## src/rtl/core/pbft_pkg.sv

```systemverilog
// Package of the pulse-burst frame transmitter: widths, reset values,
// register and command codes, and the queue item and result types.
// Depends on nothing; every other file of the block imports it.
package pbft_pkg;

  localparam int unsigned WordW     = 9;
  localparam int unsigned ByteW     = 8;
  localparam int unsigned TickW     = 10;
  localparam int unsigned CfgIdxW   = 3;
  localparam int unsigned BitIdxW   = 4;
  localparam int unsigned MaxWords  = 32;
  localparam int unsigned QueueDepth = 2;

  localparam logic [TickW-1:0]   StartTicksRst = TickW'(120);
  localparam logic [TickW-1:0]   OneTicksRst   = TickW'(24);
  localparam logic [TickW-1:0]   ZeroTicksRst  = TickW'(60);
  localparam logic [TickW-1:0]   PauseTicksRst = TickW'(30);
  localparam logic [BitIdxW-1:0] LastBitIdx    = BitIdxW'(WordW - 1);

  typedef enum logic [CfgIdxW-1:0] {
    CfgStartTicks = 3'd0,
    CfgOneTicks   = 3'd1,
    CfgZeroTicks  = 3'd2,
    CfgPauseTicks = 3'd3
  } cfg_idx_e;

  typedef enum logic {
    CmdLoad = 1'b0,
    CmdTick = 1'b1
  } cmd_e;

  typedef struct packed {
    cmd_e             cmd;
    logic [WordW-1:0] word;
    logic             last;
  } pbft_item_t;

  typedef struct packed {
    logic carrier_on;
    logic driver_on;
    logic busy_res;
    logic load_refused;
  } pbft_result_t;

endpackage

```

## src/rtl/core/pulse_burst_frame_transmitter.sv

```systemverilog
// Top level of the pulse-burst frame transmitter: front end, item queue
// and sequencer. Imports pbft_pkg; instantiates pbft_front, pbft_fifo
// and pbft_back.
//
//   channel  signals                                     direction
//   input    in_valid_i in_ready_o command_i data_byte_i last_byte_i   in
//   result   out_valid_o out_ready_i carrier_on_o driver_on_o
//            busy_res_o load_refused_o                   out
//   config   cfg_we_i cfg_idx_i cfg_wdata_i              in, no wait
//
// One input transfer per cycle is taken while the two-entry queue has room.
// The sequencer retires one queued item per cycle while the result is free or taken
// and loads its result at the same edge; each transfer is registered in the queue first.
// A stalled result stalls the sequencer, the queue fills, then in_ready_o falls.
// Reset is asynchronous and active low and restores the register defaults.
module pulse_burst_frame_transmitter import pbft_pkg::*; #(
  parameter int unsigned MAX_WORDS = MaxWords
) (
  input  logic               clk_i,
  input  logic               rst_ni,
  input  logic               cfg_we_i,
  input  logic [CfgIdxW-1:0] cfg_idx_i,
  input  logic [TickW-1:0]   cfg_wdata_i,
  input  logic               in_valid_i,
  output logic               in_ready_o,
  input  logic               command_i,
  input  logic [ByteW-1:0]   data_byte_i,
  input  logic               last_byte_i,
  output logic               out_valid_o,
  input  logic               out_ready_i,
  output logic               carrier_on_o,
  output logic               driver_on_o,
  output logic               busy_res_o,
  output logic               load_refused_o
);

  pbft_item_t   front_item;
  pbft_item_t   queue_item;
  pbft_result_t res;
  logic         queue_full;
  logic         queue_empty;
  logic         queue_pop;

  assign in_ready_o = ~queue_full;

  pbft_front u_front (
    .command_i   (command_i),
    .data_byte_i (data_byte_i),
    .last_byte_i (last_byte_i),
    .item_o      (front_item)
  );

  pbft_fifo u_fifo (
    .clk_i   (clk_i),
    .rst_ni  (rst_ni),
    .push_i  (in_valid_i),
    .item_i  (front_item),
    .full_o  (queue_full),
    .pop_i   (queue_pop),
    .empty_o (queue_empty),
    .item_o  (queue_item)
  );

  pbft_back #(
    .MAX_WORDS (MAX_WORDS)
  ) u_back (
    .clk_i        (clk_i),
    .rst_ni       (rst_ni),
    .cfg_we_i     (cfg_we_i),
    .cfg_idx_i    (cfg_idx_i),
    .cfg_wdata_i  (cfg_wdata_i),
    .item_empty_i (queue_empty),
    .item_i       (queue_item),
    .item_pop_o   (queue_pop),
    .res_valid_o  (out_valid_o),
    .res_ready_i  (out_ready_i),
    .res_o        (res)
  );

  assign carrier_on_o   = res.carrier_on;
  assign driver_on_o    = res.driver_on;
  assign busy_res_o     = res.busy_res;
  assign load_refused_o = res.load_refused;

endmodule

```

## src/rtl/core/pbft_front.sv

```systemverilog
// Front end of the transmitter: classifies each accepted input transfer
// and builds the nine-bit word with its parity bit. Imports pbft_pkg.
module pbft_front import pbft_pkg::*; (
  input  logic             command_i,
  input  logic [ByteW-1:0] data_byte_i,
  input  logic             last_byte_i,
  output pbft_item_t       item_o
);

  logic parity;

  assign parity = ^data_byte_i;

  always_comb begin
    item_o.cmd  = (command_i == 1'b1) ? CmdTick : CmdLoad;
    item_o.word = {parity, data_byte_i};
    item_o.last = last_byte_i & ~command_i;
  end

endmodule

```

## src/rtl/core/pbft_fifo.sv

```systemverilog
// Short queue between the front end and the sequencer of the transmitter.
// Holds classified items; imports pbft_pkg for the item type and depth.
module pbft_fifo import pbft_pkg::*; (
  input  logic       clk_i,
  input  logic       rst_ni,
  input  logic       push_i,
  input  pbft_item_t item_i,
  output logic       full_o,
  input  logic       pop_i,
  output logic       empty_o,
  output pbft_item_t item_o
);

  localparam int unsigned PtrW = $clog2(QueueDepth);
  localparam int unsigned CntW = $clog2(QueueDepth + 1);

  pbft_item_t            slot_q [QueueDepth];
  logic [PtrW-1:0]       wr_ptr_q, wr_ptr_d;
  logic [PtrW-1:0]       rd_ptr_q, rd_ptr_d;
  logic [CntW-1:0]       cnt_q, cnt_d;
  logic                  do_push, do_pop;

  assign full_o  = (cnt_q == CntW'(QueueDepth));
  assign empty_o = (cnt_q == '0);
  assign item_o  = slot_q[rd_ptr_q];
  assign do_push = push_i & ~full_o;
  assign do_pop  = pop_i & ~empty_o;

  always_comb begin
    wr_ptr_d = wr_ptr_q;
    rd_ptr_d = rd_ptr_q;
    cnt_d    = cnt_q;
    if (do_push) begin
      wr_ptr_d = (wr_ptr_q == PtrW'(QueueDepth - 1)) ? '0 : wr_ptr_q + PtrW'(1);
    end
    if (do_pop) begin
      rd_ptr_d = (rd_ptr_q == PtrW'(QueueDepth - 1)) ? '0 : rd_ptr_q + PtrW'(1);
    end
    if (do_push && !do_pop) begin
      cnt_d = cnt_q + CntW'(1);
    end else if (do_pop && !do_push) begin
      cnt_d = cnt_q - CntW'(1);
    end
  end

  always_ff @(posedge clk_i or negedge rst_ni) begin
    if (!rst_ni) begin
      wr_ptr_q <= '0;
      rd_ptr_q <= '0;
      cnt_q    <= '0;
    end else begin
      wr_ptr_q <= wr_ptr_d;
      rd_ptr_q <= rd_ptr_d;
      cnt_q    <= cnt_d;
    end
  end

  always_ff @(posedge clk_i) begin
    if (do_push) begin
      slot_q[wr_ptr_q] <= item_i;
    end
  end

`ifndef SYNTH
  a_cnt_bound: assert property (@(posedge clk_i) disable iff (!rst_ni)
    cnt_q <= CntW'(QueueDepth))
    else $error("queue count beyond depth");
  a_ptr_gap: assert property (@(posedge clk_i) disable iff (!rst_ni)
    (cnt_q == '0 || cnt_q == CntW'(QueueDepth)) |-> wr_ptr_q == rd_ptr_q)
    else $error("queue pointers disagree with count");
  a_pop_moves: assert property (@(posedge clk_i) disable iff (!rst_ni)
    (do_pop && !do_push) |=> cnt_q == $past(cnt_q) - CntW'(1))
    else $error("pop did not lower count");
`endif

endmodule

```

## src/rtl/core/pbft_back.sv

```systemverilog
// Sequencer of the transmitter: executes loads and ticks from the queue,
// owns the word store, the tick registers and the result register.
// Imports pbft_pkg for widths, codes and the item and result types.
module pbft_back import pbft_pkg::*; #(
  parameter int unsigned MAX_WORDS = MaxWords
) (
  input  logic               clk_i,
  input  logic               rst_ni,
  input  logic               cfg_we_i,
  input  logic [CfgIdxW-1:0] cfg_idx_i,
  input  logic [TickW-1:0]   cfg_wdata_i,
  input  logic               item_empty_i,
  input  pbft_item_t         item_i,
  output logic               item_pop_o,
  output logic               res_valid_o,
  input  logic               res_ready_i,
  output pbft_result_t       res_o
);

  localparam int unsigned AddrW = $clog2(MAX_WORDS);
  localparam int unsigned CntW  = $clog2(MAX_WORDS + 1);

  logic [WordW-1:0]   store_q [MAX_WORDS];
  logic [WordW-1:0]   rd_word_q;
  logic [AddrW-1:0]   rd_addr;

  logic [TickW-1:0]   start_ticks_q, one_ticks_q, zero_ticks_q, pause_ticks_q;
  logic [CntW-1:0]    word_cnt_q, word_cnt_d;
  logic [CntW-1:0]    word_idx_q, word_idx_d;
  logic [BitIdxW-1:0] bit_idx_q, bit_idx_d;
  logic [TickW-1:0]   tick_q, tick_d;
  logic               burst_q, burst_d;
  logic               start_done_q, start_done_d;
  logic               sending_q, sending_d;
  logic               refused;
  logic               wr_en;
  logic               step;
  logic               res_valid_q;
  pbft_result_t       res_q;

  assign step        = ~item_empty_i & (~res_valid_q | res_ready_i);
  assign item_pop_o  = step;
  assign res_valid_o = res_valid_q;
  assign res_o       = res_q;
  assign rd_addr     = (word_idx_q < CntW'(MAX_WORDS)) ? word_idx_q[AddrW-1:0] : '0;

  always_comb begin
    word_cnt_d   = word_cnt_q;
    word_idx_d   = word_idx_q;
    bit_idx_d    = bit_idx_q;
    tick_d       = tick_q;
    burst_d      = burst_q;
    start_done_d = start_done_q;
    sending_d    = sending_q;
    refused      = 1'b0;
    wr_en        = 1'b0;
    if (step) begin
      if (item_i.cmd == CmdTick) begin
        if (sending_q) begin
          if (tick_q != '0) begin
            tick_d = tick_q - TickW'(1);
          end else if (word_idx_q >= word_cnt_q) begin
            word_idx_d   = '0;
            bit_idx_d    = '0;
            tick_d       = '0;
            start_done_d = 1'b0;
            burst_d      = 1'b0;
            sending_d    = 1'b0;
            word_cnt_d   = '0;
          end else if (burst_q) begin
            burst_d = 1'b0;
            tick_d  = pause_ticks_q;
          end else if (!start_done_q) begin
            tick_d       = start_ticks_q;
            start_done_d = 1'b1;
            burst_d      = 1'b1;
          end else begin
            tick_d  = rd_word_q[bit_idx_q] ? one_ticks_q : zero_ticks_q;
            burst_d = 1'b1;
            if (bit_idx_q == LastBitIdx) begin
              bit_idx_d  = '0;
              word_idx_d = word_idx_q + CntW'(1);
            end else begin
              bit_idx_d = bit_idx_q + BitIdxW'(1);
            end
          end
        end
      end else begin
        if (sending_q) begin
          refused = 1'b1;
        end else if (word_cnt_q >= CntW'(MAX_WORDS)) begin
          refused    = 1'b1;
          word_cnt_d = '0;
        end else begin
          wr_en      = 1'b1;
          word_cnt_d = word_cnt_q + CntW'(1);
          if (item_i.last) begin
            word_idx_d   = '0;
            bit_idx_d    = '0;
            tick_d       = '0;
            burst_d      = 1'b0;
            start_done_d = 1'b0;
            sending_d    = 1'b1;
          end
        end
      end
    end
  end

  always_ff @(posedge clk_i or negedge rst_ni) begin
    if (!rst_ni) begin
      start_ticks_q <= StartTicksRst;
      one_ticks_q   <= OneTicksRst;
      zero_ticks_q  <= ZeroTicksRst;
      pause_ticks_q <= PauseTicksRst;
      word_cnt_q    <= '0;
      word_idx_q    <= '0;
      bit_idx_q     <= '0;
      tick_q        <= '0;
      burst_q       <= 1'b0;
      start_done_q  <= 1'b0;
      sending_q     <= 1'b0;
      res_valid_q   <= 1'b0;
    end else begin
      if (cfg_we_i) begin
        case (cfg_idx_i)
          CfgStartTicks: start_ticks_q <= cfg_wdata_i;
          CfgOneTicks:   one_ticks_q   <= cfg_wdata_i;
          CfgZeroTicks:  zero_ticks_q  <= cfg_wdata_i;
          CfgPauseTicks: pause_ticks_q <= cfg_wdata_i;
          default: begin
          end
        endcase
      end
      word_cnt_q   <= word_cnt_d;
      word_idx_q   <= word_idx_d;
      bit_idx_q    <= bit_idx_d;
      tick_q       <= tick_d;
      burst_q      <= burst_d;
      start_done_q <= start_done_d;
      sending_q    <= sending_d;
      if (step) begin
        res_valid_q <= 1'b1;
      end else if (res_ready_i) begin
        res_valid_q <= 1'b0;
      end
    end
  end

  always_ff @(posedge clk_i) begin
    if (step) begin
      res_q.carrier_on   <= sending_d & burst_d;
      res_q.driver_on    <= sending_d;
      res_q.busy_res     <= sending_d;
      res_q.load_refused <= refused;
    end
  end

  always_ff @(posedge clk_i) begin
    if (wr_en) begin
      store_q[word_cnt_q[AddrW-1:0]] <= item_i.word;
    end
    rd_word_q <= store_q[rd_addr];
  end

`ifndef SYNTH
  a_burst_needs_send: assert property (@(posedge clk_i) disable iff (!rst_ni)
    burst_q |-> sending_q)
    else $error("burst phase outside a frame");
  a_idle_clean: assert property (@(posedge clk_i) disable iff (!rst_ni)
    !sending_q |-> (word_idx_q == '0 && bit_idx_q == '0 && tick_q == '0 && !start_done_q))
    else $error("sequencer counters not cleared while idle");
  a_bit_idx_range: assert property (@(posedge clk_i) disable iff (!rst_ni)
    bit_idx_q <= LastBitIdx)
    else $error("bit index beyond word");
  a_count_range: assert property (@(posedge clk_i) disable iff (!rst_ni)
    word_cnt_q <= CntW'(MAX_WORDS) && word_idx_q <= word_cnt_q)
    else $error("word counters out of range");
`endif

endmodule

```

## config.mk

```make
export PLATFORM = sky130hd
export DESIGN_NAME = pulse_burst_frame_transmitter
export DESIGN_NICKNAME = d
export VERILOG_FILES = /design/src/rtl/core/pbft_pkg.sv /design/src/rtl/core/pulse_burst_frame_transmitter.sv /design/src/rtl/core/pbft_front.sv /design/src/rtl/core/pbft_fifo.sv /design/src/rtl/core/pbft_back.sv
export SDC_FILE = /design/constraint.sdc
export NUM_CORES = 1
export LEC_CHECK = 0
export BUFFER_PORTS_ARGS = -buffer_cell sky130_fd_sc_hd__buf_2
export CORE_MARGIN = 10
export CORE_UTILIZATION = 56
export CTS_CLUSTER_SIZE = 20
export DETAILED_ROUTE_END_ITERATION = 6
export PLACE_DENSITY = 0.76
export SYNTH_ARGS = -nofsm -noshare
export SYNTH_HDL_FRONTEND = slang
export SYNTH_SLANG_ARGS = --single-unit
```

## constraint.sdc

```tcl
create_clock -name clk_i -period 2.8 [get_ports clk_i]
set_clock_uncertainty 0.2 [all_clocks]
set_input_delay 0.56 -clock clk_i [delete_from_list [all_inputs] [get_ports clk_i]]
set_output_delay 0.56 -clock clk_i [all_outputs]
set_load 0.02 [all_outputs]
```

==> results of run 1 <==
## worst paths after layout
check	from	to	slack (ns)	depth (start not counted)
min in group asynchronous	rst_ni	u_back.one_ticks_q[5]	0.36	2
min reg2reg	u_fifo.wr_ptr_q	u_fifo.wr_ptr_q	0.30	1
max	u_back.tick_q[1]	u_back.word_cnt_q[3]	0.15	8
max in group asynchronous	rst_ni	u_back.zero_ticks_q[4]	1.39	3
max reg2reg	u_back.tick_q[1]	u_back.word_cnt_q[3]	0.15	8
min	data_byte_i[5]	u_fifo.slot_q[0][6]	0.03	1
## cell families after synthesis
group,count (synthesis),share of synthesized area
AOI/OAI and AO/OA,179,0.0690
DFF,396,0.690
xor gates and xnor gates,13,0.00687
buffers and inverters,75,0.0182
and+or+nand+nor,249,0.0776
adders and majority gates,18,0.0136
muxes,130,0.124
## report_power, final
part | leakage [nW] | switching (mW) | internal [mW]
Combinational | 2.38 | 3.38 | 2.16
Sequential | 3.78 | 0.405 | 7.46
Clock | 0.610 | 2.22 | 2.84
Total | 6.76 | 6.00 | 12.5
## stage by stage
step                instance area (sq um)  hold slack (ns)   util  setup WS, ns  power [mW]
finish                              19100           0.0291  0.661         0.147        18.5
global route                        19100           0.0255  0.661       0.00310        19.3
CTS                                 19100           0.0236  0.660        0.0535        18.5
detailed placement                  17800            0.290  0.616        0.0800        13.4
global placement                    17800            0.283  0.616         0.166        13.3
floorplan                           16600           0.0644      -      -0.00433        10.3
## flip-flops by register name (all words and copies together) (netlist names), 6 cells and up
| register | count |
|---|---|
| u_back.word_idx_q | 6 |
| u_back.start_ticks_q | 10 |
| u_back.word_cnt_q | 6 |
| u_back.rd_word_q | 9 |
| u_fifo.slot_q | 22 |
| u_back.store_q | 288 |
| u_back.tick_q | 10 |
| u_back.pause_ticks_q | 10 |
| u_back.zero_ticks_q | 10 |
| u_back.one_ticks_q | 10 |
## cells in the mapped netlist (3+ instances only)
cell       number  share of area
a21o_1          5         0.0023
nand2b_1       12         0.0045
dfrtp_1        60          0.091
dfstp_2        14          0.022
a21oi_1        37          0.011
o2bb2ai_1       3         0.0016
nor2_1         51          0.012
nor2b_1         5         0.0019
nor4_1          7         0.0026
edfxtp_1      313           0.57
ha_1           18          0.014
nand3_1        31         0.0094
o31ai_1         6         0.0027
buf_1           6         0.0014
or4_1           4         0.0018
o221ai_1       25          0.013
buf_2           7         0.0021
and3_1          4         0.0015
dfxtp_1         9          0.011
mux4_2         56          0.076
inv_1          20         0.0045
nand2_1        72          0.016
mux2_2         49          0.033
clkbuf_1       39         0.0088
xor2_1          3         0.0016
o22ai_1        16         0.0060
nor4b_1         4         0.0021
mux2i_1        25          0.015
o21ai_0        58          0.018
or3_1          32          0.012
nor3_1          8         0.0024
xnor2_1        10         0.0053
a31oi_1         6         0.0023
o21a_1          3         0.0014
## worst max-delay path, cell delays in order (launching register included)
cell and delay [ns]:
dfrtp_1 0.39, inv_1 0.11, ha_1 0.15, or4b_1 0.47
buf_4 0.17, nor3_4 0.20, a21oi_1 0.13, or3_1 0.39
o41ai_1 0.33
## layer usage
metal	GRT usage	vias to the layer above
li1	-	4391
met1	0.260	4895
met2	0.331	370
met3	0.0290	96
met4	0.0826	0
met5	0	-
## layout make-up
class | count | area share
multi-input cells | 589 | 0.257
clock inverters | 19 | 0.00661
inverters | 21 | 0.00412
well taps | 384 | 0.0251
clock buffers | 54 | 0.0586
flip-flops and latches | 396 | 0.599
repair buffers | 127 | 0.0504
## what timing repair did
| action | in CTS | in global routing |
|---|---|---|
| hold buffers | 1 | 0 |
| setup endpoints to repair | 0 | 142 |
| gates resized for setup | 0 | 6 |
| endpoints found under the hold margin | 35 | 0 |
==> results by group, run 1 <==
Logic synthesis
  – Asr flop ratio synth: 0.187
  – Register area share after synthesis: 0.690
  – EDFF count, synth: between 300 and 400
  – Mapped Cells: between 1,000 and 1,500
  – Ys flop type: edfxtp_1
  – #FFs+latches synth: 396
  – Syn nets: between 1,000 and 1,500
  – Avg Inst Size Synth: 15.6 sq um
  – Synth cell types: 65
  – Mapped cell area: approximately 17,000 sq um
  – Synth warnings: 0

Detailed routing
  – Post-DRT Antenna Nets: 0
  – Total wire length: between 30,000 and 40,000 um
  – DR vias/cell: 6.13
  – Wl on met1: between 15,000 and 20,000 um
  – Met2 routed WL: between 15,000 and 20,000 um
  – Iteration-0 DRC Markers: 810
  – Uppermost layer routed: met4
  – Met3 WL post-DR: roughly 2200 um
  – DR WL/cell: between 20 and 25 um
  – Drt drc: 0
  – First-pass detailed-route iteration total: 6
  – Routed vias: ~9,800

Pwr
  – Ratio of total power to cell area: approximately 960 nW/um^2
  – Static Leak: around 6.8 nW
  – Peak supply drop: between 0.6 and 0.7 mV

Layout
  – Fillers: 1,921
  – Antenna cells: 0
  – Layout cells sized above 1: 0.269
  – Highest-count cells in the layout ignoring fill and taps: 313 x edfxtp_1, 87 x buf_4, 72 x nand2_1
  – Area delta synth->final: 15.3%
  – Fin cells: 1,590
  – Seq. cell area: between 10,000 and 15,000 sq um
  – Commonest non-fill, non-tap cell in the layout: edfxtp_1
  – Area occupied by multi-input gates: 4910 sq um
  – Final #Nets: 1,222

Clock tree
  – Clock Tree Buf Depth: 3
  – CTS tree: built
  – CTS sink cnt: about 400
  – Num CTS Buffers: 41
  – Clock insertion delay at the later pin of the skew report: approximately 0.55 ns
  – Root Driver: clkbuf_16
  – Setup Buffers After CTS: 0
  – Clock Pin Slew Worst Setup and Hold Paths: 0.06 ns
  – CTS H-tree depth: 2

STA
  – FMAX: around 380 MHz
  – RSZ-0062 raised after global routing: false
  – Number of setup violations in the final report: 0
  – Minimum clock period: 2.65 ns
  – Slew margin rel.: 0.496
  – Pins Over Slew Limit: 0
  – Tcrit/Tclk final: 0.947
  – Slew @ Worst Pin: roughly 0.76 ns
  – Setup_tns: 0 ns
  – Final hold viol count: 0

GRT
  – All-Layer GR Usage: 0.199
  – Total grt overflow: 0
  – Largest net degree at the start of global routing: 56
  – First-pass GRT wire length: between 50,000 and 60,000 um
  – Vias in the first global route: 9,990
  – Initial antenna violation count: 0

Floorplan
  – Die width: slightly below 200 um
  – Die area: approximately 37,000 sq um
  – # rows: slightly above 60
  – Die H: roughly 190 um
  – I/O pin cnt: 34
  – Starting density of the core: 0.573
  – Core Area: 28,900 sq um

Job
  – Max cap viols: 0

Critical path
  – Worst-path maximum fanout: 4
  – Worst Path Required: just over 3 ns
  – CP endpoint kind: register
  – Crit path DAT: approximately 2.9 ns
  – Worst setup SP type: register
  – CP Class: register to register

Hold path
  – Min-delay worst type: primary input to register

Placed design
  – IO Port Bufs: 33
  – Hpwl dp: around 23,000 um
  – Placed Instances: about 1,500
  – GPL Wtd Cong: between 0.9 and 1

Status
  – Status: finished clean
No activity file was read; power rests on OpenSTA's default activity.
==> run 2: changes to the inputs <==
--- a/config.mk
+++ b/config.mk
@@ -7,10 +7,10 @@
 export LEC_CHECK = 0
 export BUFFER_PORTS_ARGS = -buffer_cell sky130_fd_sc_hd__buf_2
 export CORE_MARGIN = 10
-export CORE_UTILIZATION = 56
+export CORE_UTILIZATION = 57
 export CTS_CLUSTER_SIZE = 20
 export DETAILED_ROUTE_END_ITERATION = 6
-export PLACE_DENSITY = 0.76
+export PLACE_DENSITY_LB_ADDON = 0.1
 export SYNTH_ARGS = -nofsm -noshare
 export SYNTH_HDL_FRONTEND = slang
 export SYNTH_SLANG_ARGS = --single-unit
==> constraint.sdc (replaced) <==
create_clock -name clk_i -period 2.85 [get_ports clk_i]
set_clock_uncertainty 0.2 [all_clocks]
set_input_delay 0.57 -clock clk_i [delete_from_list [all_inputs] [get_ports clk_i]]
set_output_delay 0.57 -clock clk_i [all_outputs]
set_load 0.02 [all_outputs]
==> run 2 against run 1 <==
Compared with the run above: count of clock-buffer cells in the layout rose by 1; worst hold slack improved by 0.019 ns; total power is 1.2% lower; sequential power fell by 2%; non-clock buffer count shrank 10; sequential share of layout area up 0.082 points; clock power is 2% higher; worst setup slack better by 0.023 ns; die area shrank 1.6%; flip-flop and latch count is the same; global-route usage rose by 0.41 points.
==> results by group, run 2 (synthesis results as in run 1) <==
Status
  – Status: finished clean

Critical path
  – Crit path DAT: 2.93 ns (+0.04 ns)
  – Slowest library cell on the worst path: or4_1
  – FF-to-FF setup slack: 0.17 ns (+0.02 ns)
  – Worst reg2reg startpoint: u_fifo.rd_ptr_q
  – Worst Reg2Reg Path Length in Cells: 9 (+1)
  – CP Class: register to register
  – Worst-path maximum fanout: 12 (+8)
  – Reg-to-Reg End: u_back.bit_idx_q[3]
  – CP endpoint kind: register
  – Largest stage delay on the critical path: 0.52 ns (+0.05 ns)
  – Worst setup SP type: register
  – Crit path max-delay family: simple AND/OR/NAND/NOR gates
  – Worst Path Required: 3.10 ns (+0.06 ns)
  – Buf/Inv on CP: 3 (+1)
  – Critical path cell sequence: mux2i_2 > buf_6 > clkinv_1 > ha_1 > nor4b_1 > buf_4 > nand3_4 > or4_1 > o21ai_0

Layout
  – Commonest non-fill, non-tap cell in the layout: edfxtp_1
  – Layout cells sized above 1: 0.269 (+0.000349)
  – Highest-count cells in the layout ignoring fill and taps: 313 x edfxtp_1, 76 x buf_4, 72 x nand2_1
  – Fin cells: 1,581 (-0.57%)
  – Area delta synth->final: 15.2%
  – Final #Nets: 1,212 (-0.82%)
  – Post-route cell area: 19,100 sq um (-0.14%)
  – Antenna cells: 0 (unchanged)
  – Fillers: 2,009 (+4.6%)
  – Max FFs per register: 288 (unchanged)

GRT
  – GR peak layer: met2
  – All-Layer GR Usage: 0.204 (+0.00412)
  – Largest net degree at the start of global routing: 56 (unchanged)
  – Vias in the first global route: 9,613 (-3.8%)
  – Total grt overflow: 0 (unchanged)
  – First-pass GRT wire length: 56,700 um (-0.12%)
  – M3 GR Usage: 0.0320 (+0.00299)
  – GR Util met2: 0.326 (-0.00485)
  – Initial antenna violation count: 0 (unchanged)
  – M1 GR Usage: 0.287 (+0.0261)

Placed design
  – GPL Wtd Cong: 0.881 (-5.1%)
  – Hpwl dp: 23,300 um (+0.16%)
  – Post-DP Area: 17,700 sq um (-0.50%)
  – IO Port Bufs: 33 (unchanged)
  – Placed Instances: 1,506 (-0.66%)

Pwr
  – Ratio of total power to cell area: 954 nW/um^2 (-1.1%)
  – Peak supply drop: 1.07 mV (+75%)
  – Internal power: 12.3 mW (-1.0%)
  – Comb power frac: 0.295 (-0.005)
  – Clock power frac: 0.282 (+0.008)
  – Switching share of power: 0.323 (-0.00154)
  – Static Leak: 6.75 nW (-0.22%)
  – Psw: 5.89 mW (-1.7%)
  – Sequential Power Share: 0.422 (-0.004)

Detailed routing
  – DR vias/cell: 6.11 (-0.42%)
  – Drt drc: 0 (unchanged)
  – Routed vias: 9,656 (-0.98%)
  – DR WL/cell: 23.4 um (+1.0%)
  – First-pass detailed-route iteration total: 5 (-1)
  – Total wire length: 36,900 um (+0.44%)
  – Iteration-0 DRC Markers: 796 (-1.7%)
  – Post-DRT Antenna Nets: 0 (unchanged)

STA
  – Minimum clock period: 2.68 ns (+0.0271 ns)
  – Slew @ Worst Pin: 0.794 ns (+0.0379 ns)
  – FMAX: 373 MHz (-1.0%)
  – Number of setup violations in the final report: 0 (unchanged)
  – RSZ-0062 raised after global routing: false
  – Setup_tns: 0 ns (unchanged)
  – Pins Over Slew Limit: 0 (unchanged)
  – Final hold viol count: 0 (unchanged)
  – Tcrit/Tclk final: 0.940 (-0.00711)
  – Slew margin rel.: 0.471 (-0.0253)

Floorplan
  – Core Area: 28,700 sq um (-0.80%)
  – Die H: 191 um (-0.79%)
  – Starting density of the core: 0.578 (+0.00465)
  – I/O pin cnt: 34 (unchanged)
  – Die area: 36,300 sq um (-1.6%)
  – # rows: 62 (unchanged)
  – Die width: 191 um (-0.79%)

Clock tree
  – Clock insertion delay at the later pin of the skew report: 0.54 ns (about the same)
  – Root Driver: clkbuf_16
  – CTS H-tree depth: 2 (unchanged)
  – Clock Pin Slew Worst Setup and Hold Paths: 0.06 ns (about the same)
  – CTS sink cnt: 396 (unchanged)
  – Clock Tree Buf Depth: 3 (unchanged)
  – Num CTS Buffers: 41 (unchanged)
  – CTS tree: built
  – Setup Buffers After CTS: 0 (unchanged)

Hold path
  – Min-delay worst type: primary input to register
  – Worst Hold Path Cells: 1 (unchanged)
  – Worst hold path startpoint: command_i
  – Hold Path Sink: u_fifo.slot_q[0][10]

Job
  – Max cap viols: 0 (unchanged)
run 2: worst max-delay path by stage:
stage | from | endpoint | depth (start not counted)
6_report | u_fifo.rd_ptr_q | u_back.bit_idx_q[3] | 9
5_1_grt | u_fifo.rd_ptr_q | u_back.bit_idx_q[3] | 9
4_1_cts | u_back.tick_q[0] | u_back.bit_idx_q[3] | 8
3_5_place_dp | u_back.tick_q[0] | u_back.word_cnt_q[3] | 8
3_3_place_gp | u_back.tick_q[0] | u_back.bit_idx_q[3] | 8
2_1_floorplan | u_fifo.rd_ptr_q | u_back.word_idx_q[3] | 10
run 2: routing by layer:
layer | wire length [um] | vias up
li1 | - | 4381
met1 | 16200 | 4931
met2 | 17900 | 290
met3 | 2120 | 54
met4 | 783 | 0
met5 | 0 | -
run 2: worst reg2reg max path: stages, from the launching register on:
cell and delay [ns]:
dfrtp_1 0.37, mux2i_2 0.27, buf_6 0.19, clkinv_1 0.13, ha_1 0.22, nor4b_1 0.33
buf_4 0.18, nand3_4 0.10, or4_1 0.52, o21ai_0 0.08
run 2: cell type report:
type                            count  area, sq um  area share
Multi-Input combinational cell    589         4910       0.257
Timing Repair Buffer              117          883      0.0463
Sequential cell                   396        11400       0.599
Clock inverter                     19          176     0.00924
Clock buffer                       55         1120      0.0586
Tap cell                          384          480      0.0252
Inverter                           21         78.8     0.00413
run 2: what timing repair did:
| item | 4_1_cts | 5_1_grt |
|---|---|---|
| endpoints found under the setup margin | 0 | 14 |
| hold buffers | 1 | 0 |
| resized for setup | 0 | 10 |
| endpoints found under the hold margin | 26 | 0 |
run 2: power by group through the flow:
stage,clock network (mW),logic [mW],registers (mW)
floorplan,0,2.50,7.65
global placement,0,5.23,7.79
detailed placement,0,5.32,7.79
CTS,5.23,5.34,7.69
global route,5.47,5.85,7.76
finish,5.15,5.38,7.70
run 2: metrics by stage:
step            util  setup WS [ns]  hold WS [ns]  power (mW)
2_1_floorplan      -       -0.00242        0.0744        10.1
3_3_place_gp   0.618          0.169         0.284        13.0
3_5_place_dp   0.618          0.101         0.295        13.1
4_1_cts        0.664         0.0807        0.0376        18.3
5_1_grt        0.665         0.0225        0.0387        19.1
6_report       0.665          0.170        0.0476        18.2
==> run 3: changes to the inputs <==
--- a/config.mk
+++ b/config.mk
@@ -7,7 +7,7 @@
 export LEC_CHECK = 0
 export BUFFER_PORTS_ARGS = -buffer_cell sky130_fd_sc_hd__buf_2
 export CORE_MARGIN = 10
-export CORE_UTILIZATION = 57
+export CORE_UTILIZATION = 56
 export CTS_CLUSTER_SIZE = 20
 export DETAILED_ROUTE_END_ITERATION = 6
 export PLACE_DENSITY_LB_ADDON = 0.1
==> constraint.sdc (replaced) <==
create_clock -name clk_i -period 2.17 [get_ports clk_i]
set_clock_uncertainty 0.2 [all_clocks]
set_input_delay 0.434 -clock clk_i [delete_from_list [all_inputs] [get_ports clk_i]]
set_output_delay 0.434 -clock clk_i [all_outputs]
set_load 0.02 [all_outputs]
==> run 3 against run 2 <==
Compared with the run above: the flow now finishes with violations (negative setup slack); flip-flop and latch count is the same; sequential power is 30% higher; sequential share of layout area shrank 9.0 points; worst setup slack worse by 0.56 ns; die area grew 1.6%; via count is 12% higher; design area rose by 18%; core utilization up 11 points; worst hold slack worse by 0.038 ns; clock power rose by 27%; critical path type unchanged.
==> results by group, run 3 (synthesis results as in run 1) <==
Clock tree
  – Clock insertion delay at the later pin of the skew report: 0.54 ns (about the same)
  – CTS sink cnt: 396 (unchanged)
  – Num CTS Buffers: 41 (unchanged)
  – Clock Pin Slew Worst Setup and Hold Paths: 0.06 ns (about the same)
  – Root Driver: clkbuf_16
  – CTS H-tree depth: 2 (unchanged)
  – CTS tree: built
  – Clock Tree Buf Depth: 3 (unchanged)

Detailed routing
  – DR WL/cell: 25.2 um (+7.9%)
  – Post-DRT Antenna Nets: 0 (unchanged)
  – DR vias/cell: 6.15 (+0.76%)
  – Uppermost layer routed: met4
  – Drt drc: 0 (unchanged)
  – Met3 WL post-DR: 2380 um (+12%)
  – Iteration-0 DRC Markers: 963 (+21%)
  – Total wire length: 44,200 um (+20%)
  – First-pass detailed-route iteration total: 6 (+1)
  – Met2 routed WL: 22,800 um (+28%)
  – Wl on met1: 17,700 um (+9.7%)
  – Routed vias: 10,800 (+12%)

Layout
  – Commonest non-fill, non-tap cell in the layout: edfxtp_1
  – Layout cells sized above 1: 0.449 (+0.180)
  – Antenna cells: 0 (unchanged)
  – Final #Nets: 1,387 (+14%)
  – Max FFs per register: 288 (unchanged)
  – Highest-count cells in the layout ignoring fill and taps: 313 x edfxtp_1, 119 x buf_4, 60 x dfrtp_1
  – Final design utilization: 0.776 (+0.111)
  – Fin cells: 1,755 (+11%)
  – Area delta synth->final: 35.5%

Placed design
  – Hpwl dp: 25,500 um (+9.3%)
  – IO Port Bufs: 33 (unchanged)
  – GPL Wtd Cong: 0.892 (+1.2%)
  – Pre-CTS WS: -0.459 ns (-0.560 ns)
  – Placed Instances: 1,591 (+5.6%)

Floorplan
  – Core Area: 28,900 sq um (+0.81%)
  – Die H: 192 um (+0.80%)
  – Die width: 192 um (+0.80%)
  – # rows: 62 (unchanged)
  – Die area: 36,900 sq um (+1.6%)
  – I/O pin cnt: 34 (unchanged)
  – Starting density of the core: 0.573 (-0.00465)

Pwr
  – Comb power frac: 0.383 (+0.088)
  – Switching share of power: 0.335 (+0.0111)
  – Peak supply drop: 1.12 mV (+4.3%)
  – Static Leak: 8.02 nW (+19%)
  – Ratio of total power to cell area: 1200 nW/um^2 (+25%)
  – Clock power frac: 0.244 (-0.038)
  – Sequential Power Share: 0.373 (-0.049)
  – Psw: 8.99 mW (+52%)
  – Internal power: 17.9 mW (+45%)

STA
  – RSZ-0062 raised after global routing: true
  – Final hold viol count: 0 (unchanged)
  – Pins Over Slew Limit: 0 (unchanged)
  – Setup_tns: -90.53 ns (-90.53 ns)
  – Tcrit/Tclk final: 1.18 (+0.239)
  – Final hold slack: 0.00949 ns (-0.0381 ns)
  – Minimum clock period: 2.56 ns (-0.121 ns)
  – FMAX: 391 MHz (+4.7%)
  – Slew margin rel.: 0.506 (+0.0347)
  – Crit path setup slack, layout: -0.389 ns (-0.559 ns)
  – Slew @ Worst Pin: 0.742 ns (-0.0520 ns)
  – Number of setup violations in the final report: 328 (+328)

GRT
  – Vias in the first global route: 11,400 (+18%)
  – All-Layer GR Usage: 0.244 (+0.0402)
  – Total grt overflow: 0 (unchanged)
  – Largest net degree at the start of global routing: 35 (-38%)
  – Initial antenna violation count: 0 (unchanged)
  – First-pass GRT wire length: 68,200 um (+20%)

Critical path
  – Worst setup SP type: register
  – Worst Path Required: 2.23 ns (-0.87 ns)
  – CP endpoint kind: register
  – Worst-path maximum fanout: 4 (-8)
  – CP Class: register to register
  – Crit path DAT: 2.62 ns (-0.31 ns)

Job
  – Max cap viols: 0 (unchanged)

Hold path
  – Min-delay worst type: primary input to register

Status
  – Failing checks: negative setup slack
  – Status: complete, but fails checks
[run 3: changes by cell type in the layout (fill, tap and decap cells not counted), moves of 22 or more]
cell     delta
buf_12     +47
buf_4      +43
buf_6      +46
nand2_1    -27
nand2_2    +23
nor2_1     -35
nor2_4     +34
o21ai_0    -22
[run 3: per-layer routing]
| metal | vias to the layer above | global-route usage |
|---|---|---|
| met1 | 5572 | 0.320 |
| met2 | 391 | 0.419 |
| met4 | 0 | 0.0695 |
| li1 | 4753 | - |
| met3 | 84 | 0.0323 |
| met5 | - | 0 |
[run 3: what timing repair did]
| item | in CTS | in global routing |
|---|---|---|
| setup endpoints to repair | 328 | 328 |
| gates cloned | 23 | 2 |
| buffers inserted | 49 | 21 |
| pin swaps | 66 | 31 |
| resized for setup | 152 | 78 |
| hold buffers | 19 | 0 |
| endpoints found under the hold margin | 104 | 0 |
[run 3: worst max-delay path: stages (launching register included)]
cell and delay [ns]:
dfrtp_1 0.40, mux2i_4 0.27, clkinv_2 0.10, buf_6 0.13, nor4_4 0.21, buf_6 0.15
buf_12 0.12, nand2_4 0.07, buf_12 0.14, buf_12 0.12, nor2_4 0.14, buf_12 0.14
buf_16 0.10
[run 3: worst paths after layout]
path	to	cells after the start	from	slack (ns)
max	u_back.store_q[22][6]	12	u_fifo.rd_ptr_q	-0.39
min	u_back.pause_ticks_q[7]	2	cfg_wdata_i[7]	0.009
min reg2reg	u_fifo.wr_ptr_q	1	u_fifo.wr_ptr_q	0.30
max reg2reg	u_back.store_q[22][6]	12	u_fifo.rd_ptr_q	-0.39
min in group asynchronous	u_back.zero_ticks_q[0]	2	rst_ni	0.19
max in group asynchronous	u_back.start_ticks_q[6]	3	rst_ni	1.01
[run 3: stage by stage]
step                      area [sq um]  power [mW]
after floorplan                  17100        13.7
after detailed placement         19200        16.4
after global routing             22500        28.0
after global placement           19200        16.2
final                            22500        26.9
after CTS                        22300        23.6
[run 3: power by group through the flow]
stage / sequential, mW / clock [mW] / combinational [mW]
floorplan: 10.1 / 0 / 3.62
global placement: 10.1 / 0 / 6.16
detailed placement: 10.1 / 0 / 6.32
CTS: 9.94 / 6.62 / 7.02
global route: 10.1 / 6.94 / 11.0
finish: 10.0 / 6.56 / 10.3
[run 3: area by class of cell]
| cell class | count | area, sq um |
|---|---|---|
| sequential | 396 | 11400 |
| timing repair buffer | 291 | 3320 |
| fill | 1603 | 6470 |
| clock buffer | 55 | 1120 |
| multi-input combinational | 590 | 5890 |
| inverter | 21 | 80.1 |
| clock inverter | 18 | 125 |
| tap | 384 | 480 |
